`config.mk`:
```
export PLATFORM = sky130hd
export DESIGN_NAME = block_transfer_compare_io_step
export DESIGN_NICKNAME = d
export VERILOG_FILES = /design/src/design/btcio_pkg.sv /design/src/design/btcio_exec.sv /design/src/design/block_transfer_compare_io_step.sv
export SDC_FILE = /design/constraint.sdc
export NUM_CORES = 1
export LEC_CHECK = 0
export ABC_AREA = 0
export BUFFER_PORTS_ARGS = -buffer_cell sky130_fd_sc_hd__clkbuf_2
export CAP_MARGIN = 40
export CORE_MARGIN = 1
export CORE_UTILIZATION = 40
export CTS_CLUSTER_DIAMETER = 30
export CTS_CLUSTER_SIZE = 16
export DETAILED_ROUTE_END_ITERATION = 7
export GPL_ROUTABILITY_DRIVEN = 0
export SYNTH_ARGS = -nofsm -noshare
export SYNTH_HDL_FRONTEND = slang
export SYNTH_SLANG_ARGS = --single-unit
```
`constraint.sdc`:
```
create_clock -name clk_i -period 6.72 [get_ports clk_i]
set_input_delay 0.336 -clock clk_i [delete_from_list [all_inputs] [get_ports clk_i]]
set_output_delay 0.336 -clock clk_i [all_outputs]
set_load 0.02 [all_outputs]
```
`src/design/btcio_pkg.sv`:
```
// Shared request/response types and codes for the block transfer/compare/io step.
package btcio_pkg;

  // Operation class, taken from the upper two bits of func.
  localparam logic [1:0] OP_LOAD    = 2'd0;
  localparam logic [1:0] OP_COMPARE = 2'd1;
  localparam logic [1:0] OP_IN      = 2'd2;
  localparam logic [1:0] OP_OUT     = 2'd3;

  // Write kind codes.
  localparam logic [1:0] WK_NONE = 2'd0;
  localparam logic [1:0] WK_MEM  = 2'd1;
  localparam logic [1:0] WK_PORT = 2'd2;

  // Flag bit positions: S7 Z6 F5 H4 F3 PV2 N1 C0.
  localparam int unsigned FL_S  = 7;
  localparam int unsigned FL_Z  = 6;
  localparam int unsigned FL_5  = 5;
  localparam int unsigned FL_H  = 4;
  localparam int unsigned FL_3  = 3;
  localparam int unsigned FL_PV = 2;
  localparam int unsigned FL_N  = 1;
  localparam int unsigned FL_C  = 0;

  typedef struct packed {
    logic [2:0]  func;
    logic [15:0] hl_in;
    logic [15:0] de_in;
    logic [15:0] bc_in;
    logic [7:0]  acc_in;
    logic [7:0]  flags_in;
    logic [7:0]  data_byte;
  } req_t;

  typedef struct packed {
    logic [15:0] hl_out;
    logic [15:0] de_out;
    logic [15:0] bc_out;
    logic [7:0]  flags_out;
    logic [1:0]  write_kind;
    logic [15:0] write_addr;
    logic [7:0]  write_data;
  } rsp_t;

endpackage

```
`src/design/btcio_exec.sv`:
```
// Combinational step logic: pointer/count stepping, flags and write selection.
module btcio_exec (
  input  btcio_pkg::req_t req_i,
  output btcio_pkg::rsp_t rsp_o
);

  logic        down;
  logic [1:0]  op;
  logic [15:0] hl_step;
  logic [15:0] de_step;
  logic [15:0] bc_dec;
  logic [7:0]  b_dec;
  logic        bc_not_one;
  logic        carry;
  logic [7:0]  ld_noise;
  logic [7:0]  cp_diff;
  logic        cp_half;
  logic [7:0]  cp_noise;
  logic [7:0]  ld_flags;
  logic [7:0]  cp_flags;
  logic [7:0]  io_flags;

  assign down       = req_i.func[0];
  assign op         = req_i.func[2:1];
  assign hl_step    = down ? (req_i.hl_in - 16'd1) : (req_i.hl_in + 16'd1);
  assign de_step    = down ? (req_i.de_in - 16'd1) : (req_i.de_in + 16'd1);
  assign bc_dec     = req_i.bc_in - 16'd1;
  assign b_dec      = req_i.bc_in[15:8] - 8'd1;
  assign bc_not_one = (req_i.bc_in != 16'd1);
  assign carry      = req_i.flags_in[btcio_pkg::FL_C];

  assign ld_noise = req_i.data_byte + req_i.acc_in;
  assign cp_diff  = req_i.acc_in - req_i.data_byte;
  assign cp_half  = (req_i.acc_in[3:0] < req_i.data_byte[3:0]);
  // undocumented bits 3/5 come from the difference less the half borrow
  assign cp_noise = cp_diff - {7'd0, cp_half};

  assign ld_flags = {req_i.flags_in[btcio_pkg::FL_S], req_i.flags_in[btcio_pkg::FL_Z],
                     ld_noise[1], 1'b0, ld_noise[3], bc_not_one, 1'b0, carry};
  assign cp_flags = {cp_diff[7], (cp_diff == 8'd0), cp_noise[1], cp_half, cp_noise[3],
                     bc_not_one, 1'b1, carry};
  assign io_flags = {b_dec[7], (b_dec == 8'd0), b_dec[5], 1'b0, b_dec[3],
                     ~(^b_dec), 1'b1, carry};

  always_comb begin
    rsp_o            = '0;
    rsp_o.hl_out     = hl_step;
    rsp_o.de_out     = req_i.de_in;
    rsp_o.bc_out     = {b_dec, req_i.bc_in[7:0]};
    rsp_o.flags_out  = io_flags;
    rsp_o.write_kind = btcio_pkg::WK_NONE;
    rsp_o.write_addr = 16'd0;
    rsp_o.write_data = 8'd0;
    case (op)
      btcio_pkg::OP_LOAD: begin
        rsp_o.de_out     = de_step;
        rsp_o.bc_out     = bc_dec;
        rsp_o.flags_out  = ld_flags;
        rsp_o.write_kind = btcio_pkg::WK_MEM;
        rsp_o.write_addr = req_i.de_in;
        rsp_o.write_data = req_i.data_byte;
      end
      btcio_pkg::OP_COMPARE: begin
        rsp_o.bc_out    = bc_dec;
        rsp_o.flags_out = cp_flags;
      end
      btcio_pkg::OP_IN: begin
        rsp_o.write_kind = btcio_pkg::WK_MEM;
        rsp_o.write_addr = req_i.hl_in;
        rsp_o.write_data = req_i.data_byte;
      end
      btcio_pkg::OP_OUT: begin
        // port address carries the already decremented B
        rsp_o.write_kind = btcio_pkg::WK_PORT;
        rsp_o.write_addr = {b_dec, req_i.bc_in[7:0]};
        rsp_o.write_data = req_i.data_byte;
      end
      default: begin
        rsp_o.write_kind = btcio_pkg::WK_NONE;
      end
    endcase
  end

endmodule

```
`src/design/block_transfer_compare_io_step.sv`:
```
// Pipeline: input register, then result register, between request accept and result accept.
// Throughput: one request per cycle while stall_o is low; under output stall the input register
// still takes a request while it is empty, and a finished result waits in the result register.
// Stall on the input side rises only when both registers are full and the output stalls.
// Reset: asynchronous, active low; clears both valid bits, payload registers are not reset.
// Top level: block instruction step (load, compare, in, out) with valid/stall channels.
module block_transfer_compare_io_step (
  input  logic            clk_i,
  input  logic            rst_ni,
  input  logic            valid_i,
  output logic            stall_o,
  input  btcio_pkg::req_t req_i,
  output logic            valid_o,
  input  logic            stall_i,
  output btcio_pkg::rsp_t rsp_o
);

  btcio_pkg::req_t req_q;
  logic            req_vld_q;
  btcio_pkg::rsp_t rsp_d;
  btcio_pkg::rsp_t rsp_q;
  logic            rsp_vld_q;
  logic            rsp_load;
  logic            req_load;

  // result register can take a new value when empty or being drained
  assign rsp_load = !rsp_vld_q || !stall_i;
  assign req_load = !req_vld_q || rsp_load;
  assign stall_o  = !req_load;

  btcio_exec u_exec (
    .req_i (req_q),
    .rsp_o (rsp_d)
  );

  always_ff @(posedge clk_i or negedge rst_ni) begin
    if (!rst_ni) begin
      req_vld_q <= 1'b0;
      rsp_vld_q <= 1'b0;
    end else begin
      if (req_load) begin
        req_vld_q <= valid_i;
      end
      if (rsp_load) begin
        rsp_vld_q <= req_vld_q;
      end
    end
  end

  always_ff @(posedge clk_i) begin
    if (req_load && valid_i) begin
      req_q <= req_i;
    end
    if (rsp_load && req_vld_q) begin
      rsp_q <= rsp_d;
    end
  end

  assign valid_o = rsp_vld_q;
  assign rsp_o   = rsp_q;

endmodule

```
Word level (Yosys, flattened, before mapping)
Index checks and enable logic that the tools add are counted.

word-level totals
  bits in registers = 159
  input bits = 79

cells by class
  reduce and logical (&&, ||, !) cells = 12
  mux-type cells = 5
  magnitude comparators = 1
  bitwise logic cells = 1
  add/subtract/negate cells = 9
  equality and inequality tests = 4

operators with widths
  kind                                                                      count
  26-bit case mux with 3 select lines                                       1
  16-bit 2-to-1 mux                                                         3
  24-bit case mux with 2 select lines                                       1
  16-bit by 1-bit subtractor with 16-bit output, second input constant      3
  16-bit by 1-bit adder with 16-bit output, second input constant           2
  8-bit logical NOT                                                         2
  16-bit by 1-bit inequality test with 1-bit output, second input constant  1
  8-bit parity                                                              1
  8-bit by 1-bit subtractor with 8-bit output, second input constant        1
  8-bit subtractor                                                          1
  4-bit adder                                                               1
  2-bit == test, second input constant                                      2
  1-bit logical NOT                                                         4
  4-bit less-than comparator                                                1
  4-bit by 1-bit subtractor with 4-bit output                               1
  2-bit by 1-bit == test with 1-bit output, second input constant           1
  1-bit logical AND                                                         2
  2-bit logical NOT                                                         1
  1-bit logical OR                                                          2
  1-bit NOT                                                                 1

Logic depth before layout (Yosys ltp)
Gate-level depths: netlist of run 1.

  depth in word-level cells = 4
  gate-level depth with buffers = 11
  mapped depth without buffers = 11

By module
Synthesis of run 1 repeated with hierarchy kept, for this count alone.

second synthesis, totals
  cell total of the unflattened synthesis = 595
  area total of the unflattened synthesis = 7716.2 um^2

by module, submodules not included
  module                          cells an instance  times used  area an instance (um^2)
  block_transfer_compare_io_step  165                1           4807.1
  btcio_exec                      430                1           2909.0

Worst setup path before layout of run 1
Ideal clock, no wire load.

  path kind = register to register
  from = reg rsp_vld_q (netlist: valid_o)
  to = reg rsp_q (netlist bit rsp_o[0]) (enable)
  clock period less this slack = 7.033 ns
  arrival = 6.386 ns
  path slack = -0.313 ns
  stages on the path, launching flop included = 2
  data required time = 6.073 ns
  setup time = 0.647 ns
  path through = dfrtp_1 -> a21boi_0

on the way
  cells in the longest elaborated chain, start to end = 3

RTL lines
  element                 line                                  RTL
  start, declared         block_transfer_compare_io_step.sv:22  logic rsp_vld_q;
  start signal, assigned  block_transfer_compare_io_step.sv:45  rsp_vld_q <= req_vld_q;
  1-bit logical NOT       block_transfer_compare_io_step.sv:27  assign rsp_load = !rsp_vld_q || !stall_i;
  1-bit logical OR        block_transfer_compare_io_step.sv:27
  1-bit logical AND       block_transfer_compare_io_step.sv:54  if (rsp_load && req_vld_q) begin
  end signal, assigned    block_transfer_compare_io_step.sv:55  rsp_q <= rsp_d;
  end, declared           block_transfer_compare_io_step.sv:21  btcio_pkg::rsp_t rsp_q;

Every way passes these cells.
A chain may end at the register's enable or synchronous reset.

==> results of run 1 <==
repair_timing:
action	4_1_cts	5_1_grt
resized for setup	0	0
hold endpoints to repair	2	0
hold buffers	1	0
cells in the final DEF, fill, tap and decap left out, types with 3 or more instances in the layout:
cell,count
clkbuf_2,157
edfxtp_1,152
ha_1,46
a21oi_1,42
xnor2_1,34
nand2_1,33
o21ai_1,30
nor2_1,27
inv_1,25
xor2_1,24
clkbuf_16,17
mux2i_1,16
nor2b_1,12
nor3_1,10
nand2b_1,10
a21o_1,10
o22ai_1,9
nand3_1,6
o21a_1,6
or3_1,5
o21ai_0,5
inv_2,4
a211oi_1,4
nor4_1,4
and3_1,4
bufinv_16,4
clkinvlp_4,4
buf_4,4
nand4_1,3
nor4b_1,3
a31oi_1,3
fa_1,3
report_power, final:
part | internal, mW | total, mW | switching (mW) | leakage (nW)
registers | 1.17 | 1.21 | 0.0416 | 1.49
clock network | 0.624 | 1.02 | 0.399 | 0.290
logic | 0.182 | 0.466 | 0.284 | 2.06
total | 1.97 | 2.70 | 0.725 | 3.84
worst paths after layout:
check / slack (ns) / startpoint / endpoint / cells after the start
min in group asynchronous: 0.22 / rst_ni / req_vld_q$_DFFE_PN0N_ / 2
hold / removal: 0.07 / req_i[18] / req_q[18]$_DFFE_PP_ / 1
setup / recovery: 3.70 / req_q[32]$_DFFE_PP_ / rsp_o[28]$_DFFE_PP_ / 11
hold reg to reg: 0.42 / req_q[8]$_DFFE_PP_ / rsp_o[26]$_DFFE_PP_ / 0
setup reg to reg: 3.70 / req_q[32]$_DFFE_PP_ / rsp_o[28]$_DFFE_PP_ / 11
max in group asynchronous: 6.40 / rst_ni / valid_o$_DFFE_PN0P_ / 2
cell type report:
type / count / area [sq um]
Sequential cell: 154 / 4614
Clock inverter: 14 / 195.2
Clock buffer: 18 / 429.2
Fill cell: 1601 / 8905
Timing Repair Buffer: 164 / 880.8
Multi-Input combinational cell: 383 / 2789
Tap cell: 229 / 286.5
Inverter: 29 / 108.9
worst register-to-register path, cell delays in order, from the launching register on:
cell and delay (ns):
edfxtp_1 0.50, inv_1 0.15, ha_1 0.22, or3b_1 0.41
or3_1 0.38, xor2_1 0.25, ha_1 0.29, xnor2_1 0.19
xnor2_1 0.16, xnor2_1 0.08, nor2_1 0.09, a31oi_1 0.05
cell families (layout without fill, tap and decap cells):
group / after synthesis / count (layout) / share of synthesized area (%)
flops: 154 / 154 / 61.22
compound gates: 129 / 129 / 10.54
fa+ha+maj: 49 / 49 / 8.433
buf+inv: 39 / 225 / 1.959
mux: 16 / 16 / 2.125
xor+xnor: 58 / 58 / 6.740
simple gates: 131 / 131 / 8.981
through the flow:
step / hold slack [ns] / utilization, % / instances / worst slack [ns] / area (sq um)
floorplan: 0.04041 / - / 576 / 1.914 / 7537
global placement: 0.1212 / 47.31 / 956 / 3.737 / 8615
detailed placement: 0.1262 / 47.61 / 958 / 3.705 / 8670
CTS: 0.05691 / 51.10 / 991 / 3.686 / 9304
global route: 0.05270 / 51.10 / 991 / 3.539 / 9304
finish: 0.07348 / 51.10 / 991 / 3.699 / 9304
routing by layer:
metal	share of wire [%]	track usage (%)	up-vias
met5	0	0	-
met4	2.7	8.421	0
met3	5.8	5.437	28
met2	49	30.79	163
met1	42	22.56	2452
li1	-	-	2512
flip-flops by register name, summed over array words and instances (netlist names):
| name | cells |
|---|---|
| rsp_o | 82 |
| req_q | 70 |
| req_vld_q | 1 |
| valid_o | 1 |
==> summary.md, run 1 <==
| Metric | Value |
|---|---|
| Status | finished clean |
| IO Port Bufs | 157 |
| Pwr Total | 2.696 mW |
| Final Slew Violations | 0 |
| CP arrival | 3.19 ns |
| Power Dens Cells | 289.7 nW/um^2 |
| Achievable clock frequency | 331.0 MHz |
| Tightest Pin Transition | 0.5775 ns |
| Reg clk slew, reported paths | 0.07 ns |
| Top cells by count, synth | 152 x edfxtp_1, 46 x ha_1, 42 x a21oi_1 |
| Post-synthesis cell count | 576 |
| Share of layout cells above drive strength 1 | 26.64% |
| Final hold viol count | 0 |
| Yosys warning count | 0 |
| Clock Sink Count | 154 |
| Critical-path maximum fanout | 5 |
| Required @ worst endpoint | 6.88 ns |
| Skew final | 0.01128 ns |
| Unrepaired setup endpoints after global routing | false |
| GR Overflow Total | 0 |
| Mapped cell area | 7537 sq um |
| Period Utilization, post-route | 44.95% |
| GRT Total Usage | 18.64% |
| Yosys reg bits | 154 |
| Startpoint types | register |
| Worst IR Drop VDD | 0.0001606 V |
| Area share of the largest cell type after synthesis | 60.56% |
| Leading area contributor after synthesis | edfxtp_1 |
| Most numerous cell in the Yosys netlist | edfxtp_1 |
| CTS tree | yes |
| Post-synth ARST share | 1.299% |
| Routed len/inst | 17.63 um |
| Initial DRC count | 342 |
| Die Width | 139.3 um |
| Pre-antenna DRT Iters | 5 |
| Initial antenna violation count | 0 |
| Post-synthesis sequential area ratio | 61.22% |
| Worst setup EP type | register |
| Post-DP HPWL | 12.70 mm |
| Chip Height | 139.3 um |
| Final min period | 3.021 ns |
| Root Buffer | clkbuf_16 |
| Worst-Skew Late Latency | 0.43 ns |
| Synth unique cells | 55 |
| Ys flop type | edfxtp_1 |
| Post-route ant nets | 0 |
| Post-CTS setup buffers | 0 |
| Via count | 5155 |
| EDFF count, synth | 152 |
| Syn avg cell area | 13.09 sq um |
| Most frequent CP cell | xnor2_1 |
| I/O Pins | 163 |
| Total Wirelength | 17.47 mm |
| Rel. slew slack | 61.15% |
| Starting Density | 41.39% |
| First-pass GRT wire length | 27.14 mm |
| Crit Path Category | register to register |
| CP peak stage delay | 0.50 ns |
| Critical path's top delay family | simple AND/OR/NAND/NOR gates |
| Remaining DRCs | 0 |
| Total negative slack | 0 ns |
| Vias in the first global route | 5204 |
| Crit-path cells | inv_1, ha_1, or3b_1, or3_1, xor2_1, ha_1, xnor2_1, xnor2_1, xnor2_1, nor2_1, a31oi_1 |
| Placement Rows | 49 |
| Largest net degree at the start of global routing | 60 |
| DIE AREA | 19400 sq um |
| Dominant cells by area after synthesis | edfxtp_1 61%, ha_1 7.6%, xnor2_1 4.0%, a21oi_1 2.8%, xor2_1 2.8% |
| Worst min-delay path category | input pin to register |
| CTS buffer count | 17 |
| Setup Viol. Count Final | 0 |
| Maximum clock insertion buffer count | 2 |
| CP max stage cell | edfxtp_1 |
| Max-Cap Viols | 0 |
| Clock H-tree levels | 4 |
| Via density | 5.202 |
| Nets | 877 |
| CORE AREA | 18210 sq um |
| CP Buf/Inv Count | 1 |
| Antenna Cells | 0 |
| Syn_nets | 704 |
| Layout Area Growth over Synthesis | 23.44% |
| P_leak | 3.836 nW |
No activity file was read; power rests on OpenSTA's default activity.
==> run 2: changes to the inputs <==
--- a/config.mk
+++ b/config.mk
@@ -5,7 +5,7 @@
 export SDC_FILE = /design/constraint.sdc
 export NUM_CORES = 1
 export LEC_CHECK = 0
-export ABC_AREA = 0
+export ABC_AREA = 1
 export BUFFER_PORTS_ARGS = -buffer_cell sky130_fd_sc_hd__clkbuf_2
 export CAP_MARGIN = 40
 export CORE_MARGIN = 1
==> constraint.sdc (replaced) <==
create_clock -name clk_i -period 3 [get_ports clk_i]
set_input_delay 0.15 -clock clk_i [delete_from_list [all_inputs] [get_ports clk_i]]
set_output_delay 0.15 -clock clk_i [all_outputs]
set_load 0.02 [all_outputs]
==> summary.md, run 2 <==
| Metric | Value |
|---|---|
| Pre-antenna DRT Iters | 5 |
| DIE AREA | 20580 sq um |
| Share of layout cells above drive strength 1 | 19.77% |
| Main combinational cell family by area after synthesis | simple AND/OR/NAND/NOR gates |
| Critical Path End | rsp_o[28]$_DFFE_PP_ |
| Most numerous cell in the Yosys netlist | nand2_1 |
| First-pass GRT wire length | 31.03 mm |
| CP arrival | 2.68 ns |
| CP max stage cell | edfxtp_1 |
| Critical-path maximum fanout | 7 |
| Worst min-delay path category | input pin to async pin |
| Met2 wire len | 9.733 mm |
| Syn avg cell area | 10.07 sq um |
| Nets | 1172 |
| Layout Area Growth over Synthesis | 31.61% |
| Largest register FFs | 82 |
| Leading area contributor after synthesis | edfxtp_1 |
| Register-to-Register Path Depth | 13 |
| Worst setup EP type | register |
| Via density | 4.796 |
| Maximum clock insertion buffer count | 2 |
| Post-CTS setup buffers | 0 |
| Post-synth ARST share | 1.299% |
| Area share of the largest cell type after synthesis | 57.04% |
| Post-route ant nets | 0 |
| Initial antenna violation count | 0 |
| Ys flop type | edfxtp_1 |
| Synth unique cells | 34 |
| GRT Total Usage | 20.48% |
| Placed cell areas | 9201 sq um |
| Clock Sink Count | 154 |
| Final Slew Violations | 0 |
| FF-to-FF setup slack | 0.49 ns |
| GR Overflow Total | 0 |
| Unrepaired setup endpoints after global routing | false |
| CP peak stage delay | 0.52 ns |
| Skew final | 0.009504 ns |
| Most frequent CP cell | nand2_1 |
| Yosys warning count | 0 |
| Largest net degree at the start of global routing | 71 |
| Chip Height | 143.4 um |
| Post-synthesis sequential area ratio | 57.66% |
| Pwr Total | 6.336 mW |
| Final WS setup | 0.4936 ns |
| Worst R2R End | rsp_o[28]$_DFFE_PP_ |
| Achievable clock frequency | 399.0 MHz |
| I/O Pins | 163 |
| IO Port Bufs | 157 |
| Met1 WL | 9.073 mm |
| Met3 WL | 1.153 mm |
| Final Cell Area | 10530 sq um |
| Crit-path cells | inv_2, ha_1, inv_1, nor2_1, nand2_1, nand2_1, inv_1, ha_1, xnor2_1, xnor2_1, xor2_1, nand2_1, nand2_1 |
| Rel. slew slack | 67.99% |
| Reg clk slew, reported paths | 0.06 ns |
| Remaining DRCs | 0 |
| Total Wirelength | 20.27 mm |
| CTS buffer count | 17 |
| Startpoint types | register |
| Top cells by count, synth | 215 x nand2_1, 152 x edfxtp_1, 105 x inv_1 |
| CORE AREA | 19530 sq um |
| Worst hold margin | 0.05463 ns |
| Final cell count without fillers | 1322 |
| Total negative slack | 0 ns |
| Power Dens Cells | 601.6 nW/um^2 |
| Root Buffer | clkbuf_16 |
| Syn_nets | 923 |
| Worst IR Drop VDD | 0.0003461 V |
| Post-DP HPWL | 14.40 mm |
| Setup Viol. Count Final | 0 |
| Die Width | 143.4 um |
| Period Utilization, post-route | 83.55% |
| Vias in the first global route | 6014 |
| Final hold viol count | 0 |
| Multiplexer share of the synthesized area | 0% |
| Final min period | 2.506 ns |
| Status | finished clean |
| Antenna Cells | 0 |
| Worst-Skew Late Latency | 0.42 ns |
| Final Util | 53.94% |
| Required @ worst endpoint | 3.17 ns |
| Clock H-tree levels | 4 |
| Post-Synth Simple-Gate Area | 18.53% |
| Via count | 6340 |
| Starting Density | 40.98% |
| Crit Reg-Reg Startpoint | req_q[32]$_DFFE_PP_ |
| Top sig layer | met4 |
| Placement Rows | 51 |
| Initial DRC count | 424 |
| Crit Path Category | register to register |
| Mapped cell area | 8003 sq um |
| Synth Area in Adders | 7.942% |
| Most common cell after layout, fill and taps aside | nand2_1 |
| Tightest Pin Transition | 0.4786 ns |
| Post-Place Setup Slack | 0.5310 ns |
| Dominant cells by area after synthesis | edfxtp_1 57%, nand2_1 10%, ha_1 7.2%, inv_1 4.9%, nand3_1 3.4% |
| Routed len/inst | 15.33 um |
| Post-synthesis compound-gate area fraction | 6.191% |
| EDFF count, synth | 152 |
| Placed Cells | 1217 |
| Worst setup path start | req_q[32]$_DFFE_PP_ |
| Max-Cap Viols | 0 |
| CTS tree | yes |
| Post-synthesis cell count | 795 |
| Yosys reg bits | 154 |
| P_leak | 4.755 nW |
| XOR/XNOR Fraction of Synth Area | 4.049% |
| Most frequent cells in the layout | 215 x nand2_1, 157 x clkbuf_2, 152 x edfxtp_1 |
==> run 2: cell types whose count changed after synthesis, moves of 12 or more <==
cell | before | now
nand2_1 | 33 | 215
inv_1 | 25 | 105
nand3_1 | 6 | 54
o21ai_1 | 30 | 2
nor2_1 | 27 | 53
xnor2_1 | 34 | 11
mux2i_1 | 16 | 0
o21ai_0 | 5 | 21
nor2b_1 | 12 | 0
==> run 2: worst min path at each step <==
stage	to	slack, ns
finish	valid_o$_DFFE_PN0P_	0.05
global route	valid_o$_DFFE_PN0P_	0.04
CTS	valid_o$_DFFE_PN0P_	0.03
detailed placement	valid_o$_DFFE_PN0P_	-0.05
global placement	valid_o$_DFFE_PN0P_	-0.06
floorplan	req_vld_q$_DFFE_PN0N_	-0.15
==> run 2: critical path: cells and delay by family (launching register included) <==
| family | cells | cell delay, ns |
|---|---|---|
| xor gates and xnor gates | 3 | 0.43 |
| and+or+nand+nor | 5 | 0.44 |
| adders and majority gates | 2 | 0.54 |
| DFF | 1 | 0.52 |
| buffers and inverters | 3 | 0.32 |
==> run 2: what timing repair did <==
item                      CTS  global route
hold buffers               73             0
resized for setup           0             0
hold endpoints to repair   74             0
==> run 2: where the power goes <==
group          internal, mW  total, mW  switching, mW
logic                 0.490       1.33          0.844
registers              2.66       2.78          0.118
clock network          1.32       2.22          0.903
total                  4.47       6.34           1.86
==> run 2: final cells by class <==
cell class / instances / area (sq um)
Clock inverter: 13 / 167.7
Fill cell: 1773 / 8994
Tap cell: 265 / 331.6
Sequential cell: 154 / 4614
Clock buffer: 19 / 432.9
Timing Repair Buffer: 240 / 1637
Multi-Input combinational cell: 525 / 2952
Inverter: 106 / 397.9
==> run 2: cells by family after synthesis <==
family,Yosys count
simple gates,354
flops,154
compound gates,85
buf+inv,116
fa+ha+maj,49
xor+xnor,37
==> run 2: per-layer routing <==
metal / global-route usage, % / up-vias
li1: - / 3187
met1: 26.33 / 2931
met2: 34.41 / 199
met3: 4.332 / 23
met4: 6.495 / 0
met5: 0 / -
